--- src/hw/rtl/rc_stick_deadzone_and_mode_switch_macros.svh ---
// ----------------------------------------------------------------------------
// RC stick dead zone and mode switch: assertion macros
// Shared concurrent assertion forms, clocked on i_clk and held off in reset.
// ----------------------------------------------------------------------------
`ifndef RC_STICK_DEADZONE_AND_MODE_SWITCH_MACROS_SVH
`define RC_STICK_DEADZONE_AND_MODE_SWITCH_MACROS_SVH

// The consequent must hold in the same cycle as the antecedent.
`define RCSDZ_ASSERT_SAME(lbl, ante, cons, msg) \
    lbl: assert property (@(posedge i_clk) disable iff (!i_rst_n) \
        (ante) |-> (cons)) else $error(msg);

// The consequent must hold in the cycle after the antecedent.
`define RCSDZ_ASSERT_NEXT(lbl, ante, cons, msg) \
    lbl: assert property (@(posedge i_clk) disable iff (!i_rst_n) \
        (ante) |=> (cons)) else $error(msg);

`endif

--- src/hw/rtl/rcsdz_pkg.sv ---
// ----------------------------------------------------------------------------
// rcsdz_pkg
// Types, widths and constants shared by the stick dead zone and switch logic.
// ----------------------------------------------------------------------------
package rcsdz_pkg;

    localparam int NUM_STICKS   = 4;
    localparam int PULSE_W      = 12;
    localparam int DZ_W         = 9;
    localparam int GAIN_W       = 24;
    localparam int THR_W        = 11;
    localparam int VALUE_W      = 16;
    localparam int EXCESS_W     = 12;
    localparam int PROD_W       = EXCESS_W + GAIN_W;
    localparam int FRAC_SHIFT   = 16;
    localparam int CFG_IDX_W    = 3;
    localparam int CFG_DATA_W   = 24;
    localparam int IN_DATA_W    = 88;
    localparam int OUT_DATA_W   = 72;

    localparam logic [PULSE_W-1:0] STICK_CENTRE_US = 12'd1500;
    localparam logic [PULSE_W-1:0] SWITCH_MAX_US   = 12'd2100;

    localparam logic [DZ_W-1:0]   DEAD_ZONE_RST   = 9'd125;
    localparam logic [GAIN_W-1:0] STICK_GAIN_RST  = 24'd2863312;
    localparam logic [THR_W-1:0]  MODE_THR_RST    = 11'd1750;
    localparam logic [THR_W-1:0]  GEAR_THR_RST    = 11'd1750;
    localparam logic [THR_W-1:0]  REBOOT_THR_RST  = 11'd1500;

    localparam logic [CFG_IDX_W-1:0] CFG_DEAD_ZONE  = 3'd0;
    localparam logic [CFG_IDX_W-1:0] CFG_STICK_GAIN = 3'd1;
    localparam logic [CFG_IDX_W-1:0] CFG_MODE_THR   = 3'd2;
    localparam logic [CFG_IDX_W-1:0] CFG_GEAR_THR   = 3'd3;
    localparam logic [CFG_IDX_W-1:0] CFG_REBOOT_THR = 3'd4;

    typedef struct packed {
        logic hover_active;
        logic hover_entered;
        logic command_active;
        logic command_entered;
        logic reboot_toggle;
        logic range_error;
    } t_sw_flags;

endpackage

--- src/hw/rtl/rcsdz_stick_lane.sv ---
// ----------------------------------------------------------------------------
// rcsdz_stick_lane
// One stick: dead zone removal, reciprocal gain multiply and Q2.14 saturation.
// ----------------------------------------------------------------------------
module rcsdz_stick_lane (
    input  logic                                  i_clk,
    input  logic                                  i_load1,
    input  logic                                  i_load2,
    input  logic [rcsdz_pkg::PULSE_W-1:0]         i_pulse,
    input  logic [rcsdz_pkg::DZ_W-1:0]            i_dead_zone,
    input  logic [rcsdz_pkg::GAIN_W-1:0]          i_gain,
    output logic signed [rcsdz_pkg::VALUE_W-1:0]  o_value
);

    localparam int SW = rcsdz_pkg::PULSE_W + 2;

    logic signed [SW-1:0]                  w_pulse_s;
    logic signed [SW-1:0]                  w_dz_s;
    logic signed [SW-1:0]                  w_centre_s;
    logic signed [SW-1:0]                  w_up;
    logic signed [SW-1:0]                  w_dn;
    logic [rcsdz_pkg::EXCESS_W-1:0]        n_excess;
    logic                                  n_neg;
    logic [rcsdz_pkg::EXCESS_W-1:0]        r_excess;
    logic                                  r_neg1;
    logic [rcsdz_pkg::PROD_W-1:0]          r_prod;
    logic                                  r_neg2;
    logic [rcsdz_pkg::PROD_W-rcsdz_pkg::FRAC_SHIFT-1:0] w_mag;
    logic [rcsdz_pkg::VALUE_W-1:0]         w_mag_sat;

    assign w_pulse_s  = $signed({2'b00, i_pulse});
    assign w_dz_s     = $signed({{(SW-rcsdz_pkg::DZ_W){1'b0}}, i_dead_zone});
    assign w_centre_s = $signed({2'b00, rcsdz_pkg::STICK_CENTRE_US});
    assign w_up       = w_pulse_s - w_centre_s - w_dz_s;
    assign w_dn       = w_centre_s - w_pulse_s - w_dz_s;

    always_comb begin
        priority if (w_up > 0) begin
            n_excess = w_up[rcsdz_pkg::EXCESS_W-1:0];
            n_neg    = 1'b0;
        end else if (w_dn > 0) begin
            n_excess = w_dn[rcsdz_pkg::EXCESS_W-1:0];
            n_neg    = 1'b1;
        end else begin
            n_excess = '0;
            n_neg    = 1'b0;
        end
    end

    always_ff @(posedge i_clk) begin
        if (i_load1) begin
            r_excess <= n_excess;
            r_neg1   <= n_neg;
        end
        if (i_load2) begin
            r_prod <= {{rcsdz_pkg::GAIN_W{1'b0}}, r_excess} *
                      {{rcsdz_pkg::EXCESS_W{1'b0}}, i_gain};
            r_neg2 <= r_neg1;
        end
    end

    assign w_mag = r_prod[rcsdz_pkg::PROD_W-1:rcsdz_pkg::FRAC_SHIFT];

    always_comb begin
        if (|w_mag[$bits(w_mag)-1:rcsdz_pkg::VALUE_W-1]) begin
            w_mag_sat = {1'b0, {(rcsdz_pkg::VALUE_W-1){1'b1}}};
        end else begin
            w_mag_sat = {1'b0, w_mag[rcsdz_pkg::VALUE_W-2:0]};
        end
    end

    assign o_value = r_neg2 ? $signed(-w_mag_sat) : $signed(w_mag_sat);

endmodule

--- src/hw/rtl/rcsdz_switch.sv ---
// ----------------------------------------------------------------------------
// rcsdz_switch
// Mode, gear and reboot switch levels and threshold crossings with history.
// ----------------------------------------------------------------------------
module rcsdz_switch (
    input  logic                          i_clk,
    input  logic                          i_rst_n,
    input  logic                          i_take,
    input  logic [rcsdz_pkg::PULSE_W-1:0] i_mode,
    input  logic [rcsdz_pkg::PULSE_W-1:0] i_gear,
    input  logic [rcsdz_pkg::PULSE_W-1:0] i_reboot,
    input  logic [rcsdz_pkg::THR_W-1:0]   i_thr_mode,
    input  logic [rcsdz_pkg::THR_W-1:0]   i_thr_gear,
    input  logic [rcsdz_pkg::THR_W-1:0]   i_thr_reboot,
    output rcsdz_pkg::t_sw_flags          o_flags
);

    logic [rcsdz_pkg::PULSE_W-1:0] r_prev_mode;
    logic [rcsdz_pkg::PULSE_W-1:0] r_prev_gear;
    logic [rcsdz_pkg::PULSE_W-1:0] r_prev_reboot;
    logic                          r_seen;
    logic                          r_command;
    logic                          r_entry;
    logic                          n_command;
    logic                          n_entry;
    logic [rcsdz_pkg::PULSE_W-1:0] w_pm;
    logic [rcsdz_pkg::PULSE_W-1:0] w_pg;
    logic [rcsdz_pkg::PULSE_W-1:0] w_pr;
    logic [rcsdz_pkg::PULSE_W-1:0] w_tm;
    logic [rcsdz_pkg::PULSE_W-1:0] w_tg;
    logic [rcsdz_pkg::PULSE_W-1:0] w_tr;
    logic                          w_hover;

    // On the first frame the history is taken from the current pulses.
    assign w_pm = r_seen ? r_prev_mode   : i_mode;
    assign w_pg = r_seen ? r_prev_gear   : i_gear;
    assign w_pr = r_seen ? r_prev_reboot : i_reboot;
    assign w_tm = {1'b0, i_thr_mode};
    assign w_tg = {1'b0, i_thr_gear};
    assign w_tr = {1'b0, i_thr_reboot};

    assign w_hover = i_mode > w_tm;

    always_comb begin
        n_command = r_command;
        n_entry   = r_entry;
        if (w_hover) begin
            priority if (w_pg < w_tg && i_gear > w_tg) begin
                n_entry = 1'b1;
            end else if (i_gear < w_tg) begin
                n_entry = 1'b0;
            end else begin
                n_entry = r_entry;
            end
            n_command = i_gear > w_tg;
        end
    end

    assign o_flags.hover_active    = w_hover;
    assign o_flags.hover_entered   = w_hover && (w_pm < w_tm);
    assign o_flags.command_active  = n_command;
    assign o_flags.command_entered = n_entry;
    assign o_flags.reboot_toggle   = !w_hover && !n_command &&
                                     (w_pr < w_tr) && (i_reboot > w_tr);
    assign o_flags.range_error     = (i_mode > rcsdz_pkg::SWITCH_MAX_US) ||
                                     (i_gear > rcsdz_pkg::SWITCH_MAX_US) ||
                                     (i_reboot > rcsdz_pkg::SWITCH_MAX_US);

    always_ff @(posedge i_clk) begin
        if (!i_rst_n) begin
            r_prev_mode   <= '0;
            r_prev_gear   <= '0;
            r_prev_reboot <= '0;
            r_seen        <= 1'b0;
            r_command     <= 1'b1;
            r_entry       <= 1'b0;
        end else if (i_take) begin
            r_prev_mode   <= i_mode;
            r_prev_gear   <= i_gear;
            r_prev_reboot <= i_reboot;
            r_seen        <= 1'b1;
            r_command     <= n_command;
            r_entry       <= n_entry;
        end
    end

endmodule

--- src/hw/rtl/rc_stick_deadzone_and_mode_switch.sv ---
// Throughput: one request per cycle unless the receiver holds off i_m_tready, set by
// the three-stage stick lane pipeline (dead zone subtract, gain multiply, saturate
// into the output register).
// Reset is synchronous and active low: registers return to their defaults,
// switch history clears, the command flag sets and the pipeline empties.
// ----------------------------------------------------------------------------
// rc_stick_deadzone_and_mode_switch
// Four stick lanes in parallel plus switch edge logic, merged into one result.
// ----------------------------------------------------------------------------
`include "rc_stick_deadzone_and_mode_switch_macros.svh"

module rc_stick_deadzone_and_mode_switch (
    input  logic                                   i_clk,
    input  logic                                   i_rst_n,
    input  logic                                   i_cfg_we,
    input  logic [rcsdz_pkg::CFG_IDX_W-1:0]        i_cfg_idx,
    input  logic [rcsdz_pkg::CFG_DATA_W-1:0]       i_cfg_data,
    input  logic                                   i_s_tvalid,
    output logic                                   o_s_tready,
    // Low bit up: stick_pulse_0..3, mode_pulse, gear_pulse, reboot_pulse, zeros.
    input  logic [rcsdz_pkg::IN_DATA_W-1:0]        i_s_tdata,
    output logic                                   o_m_tvalid,
    input  logic                                   i_m_tready,
    // Low bit up: stick_value_0..3, hover_active, hover_entered, command_active,
    // command_entered, reboot_toggle, sticks_centred, range_error, zero.
    output logic [rcsdz_pkg::OUT_DATA_W-1:0]       o_m_tdata
);

    localparam int NS = rcsdz_pkg::NUM_STICKS;
    localparam int PW = rcsdz_pkg::PULSE_W;
    localparam int VW = rcsdz_pkg::VALUE_W;

    logic [rcsdz_pkg::DZ_W-1:0]   r_dead_zone;
    logic [rcsdz_pkg::GAIN_W-1:0] r_gain;
    logic [rcsdz_pkg::THR_W-1:0]  r_thr_mode;
    logic [rcsdz_pkg::THR_W-1:0]  r_thr_gear;
    logic [rcsdz_pkg::THR_W-1:0]  r_thr_reboot;

    logic                         r_v1;
    logic                         r_v2;
    logic                         r_out_valid;
    logic                         w_rdy1;
    logic                         w_rdy2;
    logic                         w_rdy_out;
    logic                         w_take;
    logic                         w_load2;
    logic                         w_load_out;

    logic [PW-1:0]                w_pulse [NS];
    logic signed [VW-1:0]         w_value [NS];
    logic signed [VW-1:0]         r_out_value [NS];
    logic                         n_centred;
    logic                         r_out_centred;

    rcsdz_pkg::t_sw_flags         w_flags;
    rcsdz_pkg::t_sw_flags         r_flags1;
    rcsdz_pkg::t_sw_flags         r_flags2;
    rcsdz_pkg::t_sw_flags         r_out_flags;

    always_ff @(posedge i_clk) begin
        if (!i_rst_n) begin
            r_dead_zone  <= rcsdz_pkg::DEAD_ZONE_RST;
            r_gain       <= rcsdz_pkg::STICK_GAIN_RST;
            r_thr_mode   <= rcsdz_pkg::MODE_THR_RST;
            r_thr_gear   <= rcsdz_pkg::GEAR_THR_RST;
            r_thr_reboot <= rcsdz_pkg::REBOOT_THR_RST;
        end else if (i_cfg_we) begin
            unique case (i_cfg_idx)
                rcsdz_pkg::CFG_DEAD_ZONE: begin
                    r_dead_zone <= i_cfg_data[rcsdz_pkg::DZ_W-1:0];
                end
                rcsdz_pkg::CFG_STICK_GAIN: begin
                    r_gain <= i_cfg_data[rcsdz_pkg::GAIN_W-1:0];
                end
                rcsdz_pkg::CFG_MODE_THR: begin
                    r_thr_mode <= i_cfg_data[rcsdz_pkg::THR_W-1:0];
                end
                rcsdz_pkg::CFG_GEAR_THR: begin
                    r_thr_gear <= i_cfg_data[rcsdz_pkg::THR_W-1:0];
                end
                rcsdz_pkg::CFG_REBOOT_THR: begin
                    r_thr_reboot <= i_cfg_data[rcsdz_pkg::THR_W-1:0];
                end
                default: begin
                end
            endcase
        end
    end

    // Each stage advances when the one after it is empty or moving.
    assign w_rdy_out  = !r_out_valid || i_m_tready;
    assign w_rdy2     = !r_v2 || w_rdy_out;
    assign w_rdy1     = !r_v1 || w_rdy2;
    assign o_s_tready = w_rdy1;
    assign w_take     = i_s_tvalid && w_rdy1;
    assign w_load2    = r_v1 && w_rdy2;
    assign w_load_out = r_v2 && w_rdy_out;

    always_ff @(posedge i_clk) begin
        if (!i_rst_n) begin
            r_v1        <= 1'b0;
            r_v2        <= 1'b0;
            r_out_valid <= 1'b0;
        end else begin
            if (w_rdy1) begin
                r_v1 <= w_take;
            end
            if (w_rdy2) begin
                r_v2 <= r_v1;
            end
            if (w_rdy_out) begin
                r_out_valid <= r_v2;
            end
        end
    end

    for (genvar g = 0; g < NS; g++) begin : g_lane
        assign w_pulse[g] = i_s_tdata[g*PW +: PW];

        rcsdz_stick_lane u_lane (
            .i_clk       (i_clk),
            .i_load1     (w_take),
            .i_load2     (w_load2),
            .i_pulse     (w_pulse[g]),
            .i_dead_zone (r_dead_zone),
            .i_gain      (r_gain),
            .o_value     (w_value[g])
        );
    end

    rcsdz_switch u_switch (
        .i_clk        (i_clk),
        .i_rst_n      (i_rst_n),
        .i_take       (w_take),
        .i_mode       (i_s_tdata[NS*PW +: PW]),
        .i_gear       (i_s_tdata[(NS+1)*PW +: PW]),
        .i_reboot     (i_s_tdata[(NS+2)*PW +: PW]),
        .i_thr_mode   (r_thr_mode),
        .i_thr_gear   (r_thr_gear),
        .i_thr_reboot (r_thr_reboot),
        .o_flags      (w_flags)
    );

    always_comb begin
        n_centred = 1'b1;
        for (int k = 0; k < NS; k++) begin
            if (w_value[k] != '0) begin
                n_centred = 1'b0;
            end
        end
    end

    always_ff @(posedge i_clk) begin
        if (w_take) begin
            r_flags1 <= w_flags;
        end
        if (w_load2) begin
            r_flags2 <= r_flags1;
        end
        if (w_load_out) begin
            r_out_flags   <= r_flags2;
            r_out_centred <= n_centred;
            for (int k = 0; k < NS; k++) begin
                r_out_value[k] <= w_value[k];
            end
        end
    end

    assign o_m_tvalid = r_out_valid;

    always_comb begin
        o_m_tdata = '0;
        for (int k = 0; k < NS; k++) begin
            o_m_tdata[k*VW +: VW] = r_out_value[k];
        end
        o_m_tdata[NS*VW + 0] = r_out_flags.hover_active;
        o_m_tdata[NS*VW + 1] = r_out_flags.hover_entered;
        o_m_tdata[NS*VW + 2] = r_out_flags.command_active;
        o_m_tdata[NS*VW + 3] = r_out_flags.command_entered;
        o_m_tdata[NS*VW + 4] = r_out_flags.reboot_toggle;
        o_m_tdata[NS*VW + 5] = r_out_centred;
        o_m_tdata[NS*VW + 6] = r_out_flags.range_error;
    end

    `RCSDZ_ASSERT_SAME(a_centred_merge, r_out_valid, r_out_centred == ((r_out_value[0] == '0) && (r_out_value[1] == '0) && (r_out_value[2] == '0) && (r_out_value[3] == '0)), "centred flag disagrees with stick values")
    `RCSDZ_ASSERT_SAME(a_no_min_value, r_out_valid, (r_out_value[0] != 16'sh8000) && (r_out_value[1] != 16'sh8000) && (r_out_value[2] != 16'sh8000) && (r_out_value[3] != 16'sh8000), "stick value escaped saturation")
    `RCSDZ_ASSERT_NEXT(a_stage1_kept, r_v1 && !w_rdy2, r_v1, "stage one request dropped while stalled")
    `RCSDZ_ASSERT_NEXT(a_stage2_kept, r_v2 && !w_rdy_out, r_v2, "stage two request dropped while stalled")

endmodule

--- config.mk ---
export PLATFORM = sky130hd
export DESIGN_NAME = rc_stick_deadzone_and_mode_switch
export DESIGN_NICKNAME = d
export VERILOG_FILES = /design/src/hw/rtl/rcsdz_pkg.sv /design/src/hw/rtl/rcsdz_stick_lane.sv /design/src/hw/rtl/rcsdz_switch.sv /design/src/hw/rtl/rc_stick_deadzone_and_mode_switch.sv
export VERILOG_INCLUDE_DIRS = /design/src /design/src/hw/rtl
export SDC_FILE = /design/constraint.sdc
export NUM_CORES = 2
export LEC_CHECK = 0
export BUFFER_PORTS_ARGS = -buffer_cell sky130_fd_sc_hd__buf_4
export CORE_UTILIZATION = 55
export CTS_CLUSTER_DIAMETER = 150
export CTS_CLUSTER_SIZE = 14
export DETAILED_ROUTE_END_ITERATION = 12
export HOLD_SLACK_MARGIN = 0.12
export PLACE_DENSITY = 0.69
export SLEW_MARGIN = 20
export SYNTH_ARGS = -nofsm -noshare
export SYNTH_HDL_FRONTEND = slang
export SYNTH_SLANG_ARGS = --single-unit
--- constraint.sdc ---
create_clock -name i_clk -period 15.5 [get_ports i_clk]
set_input_delay 3.1 -clock i_clk [delete_from_list [all_inputs] [get_ports i_clk]]
set_output_delay 3.1 -clock i_clk [all_outputs]
set_load 0.05 [all_outputs]
; ---- After elaboration in Yosys (flattened, before gate mapping)
; Memory sizes are Yosys's and may differ from the RTL's.
; Cells that the tools add are included.
[word_totals]
elab_cells = 159
reg_bits = 327
mem_count = 1
output_inout_bits = 74
ramBits = 64
[mem_list]
columns = memory, words, width, read_ports, rd_ports_with_merged_regs, wr, line_no
row1 = r_out_value, 4, 16, 4, 0, 4, rc_stick_deadzone_and_mode_switch.sv:51  ; logic signed [VW-1:0] r_out_value [NS];
[op_classes]
muxes = 30
order_cmp = 18
n_addsub = 20
reduce_logical = 33
n_mul = 4
eq_ne = 4
[op_table]
columns = operator, count
row1 = multiplier 12 x 24 -> 36 bit, 4
row2 = two-way mux 12 bit, 11
row3 = greater-than comparator 14 x 1 -> 1 bit (second input constant), 8
row4 = subtractor 13 x 10 -> 14 bit, 8
row5 = two-way mux 16 bit, 4
row6 = negator 15 -> 16 bit, 4
row7 = nonzero test 16 bit, 4
row8 = two-way mux 15 bit, 4
row9 = subtractor 11 x 12 -> 13 bit (first input constant), 4
row10 = subtractor 12 x 11 -> 13 bit (second input constant), 4
row11 = less-than comparator 12 x 11 -> 1 bit, 4
row12 = greater-than comparator 12 x 11 -> 1 bit, 3
row13 = greater-than comparator 12 bit (second input constant), 3
row14 = OR reduction 5 bit, 4
row15 = two-way mux 1 bit, 11
row16 = AND reduction 2 bit, 5
row17 = logical AND 1 bit, 8
row18 = equality test 3 x 2 -> 1 bit (second input constant), 2
row19 = logical NOT 1 bit, 5
row20 = logical OR 1 bit, 5
row21 = equality test 3 x 1 -> 1 bit (second input constant), 1
row22 = equality test 3 bit (second input constant), 1
row23 = logical NOT 3 bit, 1
row24 = OR reduction 3 bit, 1

; ---- Depth between registers and ports, before layout
[depth]
depth_word = 6
mapped_depth = 24
mapped_depth_nobuf = 22

; ---- Hierarchy
; A second synthesis with hierarchy kept.
[hier_totals]
cells_unflattened = 6130
area_unflattened_um2 = 54624.9
[by_module_without_submodules]
columns = mod, n_inst, area_per_inst_um2, cells_each, seq_area_each_um2
row1 = rcsdz_stick_lane (g_lane[0].u_lane), 1, 11569.8, 1343, 1021.0
row2 = rcsdz_stick_lane (g_lane[2].u_lane), 1, 11497.3, 1328, 1021.0
row3 = rcsdz_stick_lane (g_lane[3].u_lane), 1, 11471.0, 1325, 1021.0
row4 = rcsdz_stick_lane (g_lane[1].u_lane), 1, 11438.5, 1331, 1021.0
row5 = rc_stick_deadzone_and_mode_switch, 1, 5212.5, 418, 3873.7
row6 = rcsdz_switch, 1, 3435.8, 385, 780.7

; ---- Worst setup path after synthesis
; OpenSTA, ideal clock, no wires.
[synth_path]
path_type = input port to flip-flop
startpoint = input port i_m_tready
endpoint = register g_lane[0].u_lane.r_neg2 (enable)
cell_stages = 2
required_ns = 14.824
path_slack_ns = 5.114
n_path_buf = 0
t_arrival_ns = 9.710
setup_time_ns = 0.676
cell_sequence = nor2b_1 a21boi_0
[synth_via]
elab_chain_len = 3
[synth_lines]
columns = element, line_no
row1 = "start, declared", rc_stick_deadzone_and_mode_switch.sv:23  ; input logic i_m_tready,
row2 = logical OR 1 bit, rc_stick_deadzone_and_mode_switch.sv:91  ; assign w_rdy_out = !r_out_valid || i_m_tready;
row3 = logical OR 1 bit, rc_stick_deadzone_and_mode_switch.sv:92  ; assign w_rdy2 = !r_v2 || w_rdy_out;
row4 = logical AND 1 bit, rc_stick_deadzone_and_mode_switch.sv:96  ; assign w_load2 = r_v1 && w_rdy2;
row5 = net g_lane[0].u_lane.i_load2, rcsdz_stick_lane.sv:8  ; input logic i_load2,
row6 = "end signal, assigned", rcsdz_stick_lane.sv:58  ; r_neg2 <= r_neg1;
row7 = "end, declared", rcsdz_stick_lane.sv:27  ; logic r_neg2;
; The timed path passes the listed nets, and every way through them passes these cells.
; A chain may end at the register's enable or synchronous reset.

; ---- Final worst setup path
[layout_path]
startpoint = register g_lane[1].u_lane.r_excess[8] (netlist name)
endpoint = register g_lane[1].u_lane.r_prod[35] (netlist name) (data pin)
[layout_via]
elab_chain_len = 1
[layout_lines]
columns = element, line_no
row1 = "start, declared", rcsdz_stick_lane.sv:24  ; logic [rcsdz_pkg::EXCESS_W-1:0] r_excess;
row2 = "start signal, assigned", rcsdz_stick_lane.sv:52  ; r_excess <= n_excess;
row3 = multiplier 12 x 24 -> 36 bit, rcsdz_stick_lane.sv:56  ; r_prod <= {{rcsdz_pkg::GAIN_W{1'b0}}, r_excess} *
row4 = "end signal, assigned", rcsdz_stick_lane.sv:56
row5 = "end, declared", rcsdz_stick_lane.sv:26  ; logic [rcsdz_pkg::PROD_W-1:0] r_prod;
; Every way passes these cells.

==> metrics.md <==
| Metric | Value |
|---|---|
| Vias per Instance | `5.596` |
| Cell area power density | `172.2 nW/um^2` |
| Fmax achieved | `137.3 MHz` |
| Initial antenna violation count | `3` |
| Clock sink count | `327` |
| Clock skew | `0.05770 ns` |
| Area Overhead vs Synth | `5.880%` |
| Fill count | `8453` |
| Final #Nets | `7410` |
| Vias in the first global route | `41820` |
| Synth area leaders | `fa_1 (33%), edfxtp_1 (12%), ha_1 (9.9%)` |
| Async set-reset flop share out of synthesis | `0%` |
| DP HPWL | `98.11 mm` |
| Setup tns final | `0 ns` |
| H-Tree Depth | `1` |
| Worst r2r path cells | `20` |
| Syn_area_per_cell | `8.897 um^2` |
| Net Sw Power | `4.843 mW` |
| CP endpoint kind | `flip-flop` |
| Tmin final | `7.281 ns` |
| Compound-Gate Fraction of Synth Area | `9.140%` |
| Net switching share of the total power | `49.74%` |
| Die area | `98320 um^2` |
| Hold WS | `0.4114 ns` |
| Initial core utilization | `55.86%` |
| TritonCTS Buffers | `27` |
| Crit path kind | `flip-flop to flip-flop` |
| Initial DRC Count | `2929` |
| Most crowded layer after global routing | `met2` |
| RD Place Congestion | `0.8989` |
| FP Rows | `113` |
| Slew Viols, Final | `0` |
| Layout cells sized above 1 | `6.098%` |
| Die Wd | `313.6 um` |
| First-pass GRT wire length | `217.8 mm` |
| GR met2 Demand/Resource | `44.63%` |
| Skew-Pair Late Insertion Delay | `0.62 ns` |
| Synth unique cells | `92` |
| Post-Place Cells | `7217` |
| Mux contribution to synthesized area | `0.8624%` |
| WL/cell | `18.20 um` |
| Max-cap viol count | `0` |
| Hold Crit Class | `flip-flop to flip-flop` |
| Final core utilization | `59.15%` |
| Hold-fix buffers, CTS | `0` |
| Largest net degree at the start of global routing | `109` |
| Arr. time, crit path | `7.60 ns` |
| Outcome | `complete, no violations` |
| Chip height | `313.6 um` |
| Resize count post-CTS | `0` |
| Syn Nets | `7428` |
| Final wirelength | `132.3 mm` |
| Bufs on Longest Clock Path | `3` |
| Synth top area share | `33.15%` |
| First-pass DRT Iterations | `6` |
| Register area share after synthesis | `16.37%` |
| Logic pwr share | `76.1%` |
| Yosys warns | `0` |
| Final hold vios | `0` |
| Final Setup Violations | `0` |
| Setup repair after global routing missed its margin | `no` |
| Total Routing Usage GR | `27.69%` |
| Worst Path Required | `15.82 ns` |
| M3 GR Usage | `4.282%` |
| Residual DRC | `0` |
| Leakage | `27.29 nW` |
| Std-Cell Core Area | `95580 um^2` |
| Non-filler cells, final | `7268` |
| Mapped Cells | `6001` |
| Post-synth top area cell | `fa_1` |
| Top_reg_cell synth | `edfxtp_1` |
| Adder-cell share of the synthesized area | `43.06%` |
| TritonCTS clock tree | `built` |
| Gr ovfl total | `0` |
| ANT nets after route | `0` |
| Ports | `194` |
| Buffers on Ports | `188` |
| Slew Limit Headroom | `16.50%` |
| Clk Tree Root Cell | `clkbuf_16` |
| Commonest cells after routing, fill and taps aside | `nand2_1 (1128), inv_1 (1113), fa_1 (884)` |
| Main combinational cell family by area after synthesis | `adder cells` |
| Clk pin slew, worst setup/hold paths | `0.09 ns` |
| DR vias | `40670` |
| Final worst-path cycle share | `46.98%` |
| Yosys reg bits | `327` |
| Number of synthesized flops with an enable pin | `219` |
| Clock share of power | `6.8%` |
| WHS Path Cells | `0` |
| Internal Power | `4.893 mW` |
| Peak fanout along the critical path | `24` |
| Pre-CTS setup slack | `8.249 ns` |
| Startpoint Class | `flip-flop` |
| Peak VDD IR | `0.0001982 V` |
| Final worst slack | `8.219 ns` |
| # Post-CTS Setup Buffers | `0` |
| Post-synthesis xor/xnor area fraction | `3.347%` |
| Area of the multi-input gates | `39380 um^2` |
| Simple-Gate Fraction of Synth Area | `17.30%` |
| Commonest non-fill, non-tap cell in the layout | `nand2_1` |
| FF+latch area | `8765 um^2` |
| Met1 Usage GRT | `38.89%` |
| Slew @ Worst Pin | `1.237 ns` |
| Mapped cell area | `53390 um^2` |
| Share of power burned in registers | `17.2%` |
[per-layer routing]
layer | vias to the layer above | share of wire [%]
met5 | - | 0
met4 | 0 | 2.9
met1 | 20050 | 43
met3 | 207 | 8.5
li1 | 18790 | -
met2 | 1624 | 45
[cells by family (layout without fill, tap and decap cells)]
group	after synthesis	after routing
compound gates	718	718
flops	327	327
simple gates	1999	1999
mux	42	42
fa+ha+maj	1307	1307
buf+inv	1403	1404
xor+xnor	204	204
other cells	1	2
[sequential cells by signal (all words and copies together) (netlist names), 4 cells and up]
signal / count
g_lane.u_lane.r_prod: 80
r_out_value: 64
g_lane.u_lane.r_excess: 48
r_gain: 24
u_switch.r_prev_gear: 12
u_switch.r_prev_mode: 12
u_switch.r_prev_reboot: 12
r_thr_gear: 11
r_thr_mode: 11
r_thr_reboot: 11
r_dead_zone: 9
o_m_tdata: 6
r_flags1: 6
r_flags2: 6
g_lane.u_lane.r_neg1: 4
g_lane.u_lane.r_neg2: 4
[worst max-delay path, cell delays in order (launching register included)]
cell and delay [ns]:
edfxtp_1 1.13, nand2_1 0.17, fa_1 0.52, inv_1 0.05
fa_1 0.56, fa_1 0.45, fa_1 0.50, inv_1 0.05
fa_1 0.48, inv_1 0.04, ha_1 0.27, o21ai_0 0.22
a21oi_1 0.12, a22oi_1 0.47, a2111oi_0 0.28, o2111ai_1 0.24
nand3_1 0.21, o21ai_0 0.46, o21ai_0 0.23, o41ai_1 0.37
xnor2_1 0.12
[path summary, 6_finish.rpt]
| kind | end | start | slack (ns) |
|---|---|---|---|
| worst min-delay path | o_m_tdata[68]$_DFFE_PP_ | r_flags2[1]$_DFFE_PP_ | 0.41 |
| worst max register to register | g_lane[1].u_lane.r_prod[35]$_DFFE_PP_ | g_lane[1].u_lane.r_excess[8]$_DFFE_PP_ | 8.22 |
| worst min register to register | o_m_tdata[68]$_DFFE_PP_ | r_flags2[1]$_DFFE_PP_ | 0.41 |
| worst max-delay path | g_lane[1].u_lane.r_prod[35]$_DFFE_PP_ | g_lane[1].u_lane.r_excess[8]$_DFFE_PP_ | 8.22 |
[power by group through the flow]
stage | Sequential, mW | Combinational (mW) | Clock (mW)
6_report | 1.67 | 7.41 | 0.657
5_1_grt | 1.69 | 8.53 | 0.705
4_1_cts | 1.67 | 7.44 | 0.678
2_1_floorplan | 1.59 | 5.55 | 0
3_3_place_gp | 1.68 | 7.20 | 0
3_5_place_dp | 1.69 | 7.35 | 0
[cells in the mapped netlist, types with 18 or more instances]
cell type  instances
nand2_1         1128
inv_1           1114
fa_1             884
ha_1             423
and2_1           321
clkbuf_1         273
edfxtp_1         219
nor2_1           176
a21oi_1          137
o21ai_0          132
xnor2_1          129
dfxtp_1          108
a21boi_0          79
xor2_1            75
a21o_1            67
nor3_1            67
nand3_1           60
o21a_1            52
nor2b_1           50
o211ai_1          47
nand2b_1          36
mux2_2            32
and3_1            26
o311ai_0          25
nor4_1            23
or3_1             20
o31ai_1           18
[final cells by class]
cell class | instances | share of cell area (%)
timing repair buffer | 241 | 3.249
antenna | 1 | 0.004427
sequential | 327 | 15.50
tap | 1265 | 2.800
clock buffer | 46 | 1.339
multi-input combinational | 4271 | 69.66
clock inverter | 2 | 0.03099
inverter | 1115 | 7.408
[stage by stage]
stage               instance area [um^2]  power, mW
finish                             56530      9.736
global route                       56530      10.92
CTS                                56480      9.779
detailed placement                 55700      9.040
global placement                   55700      8.882
floorplan                          53390      7.140
(Power assumes the default switching activity.)
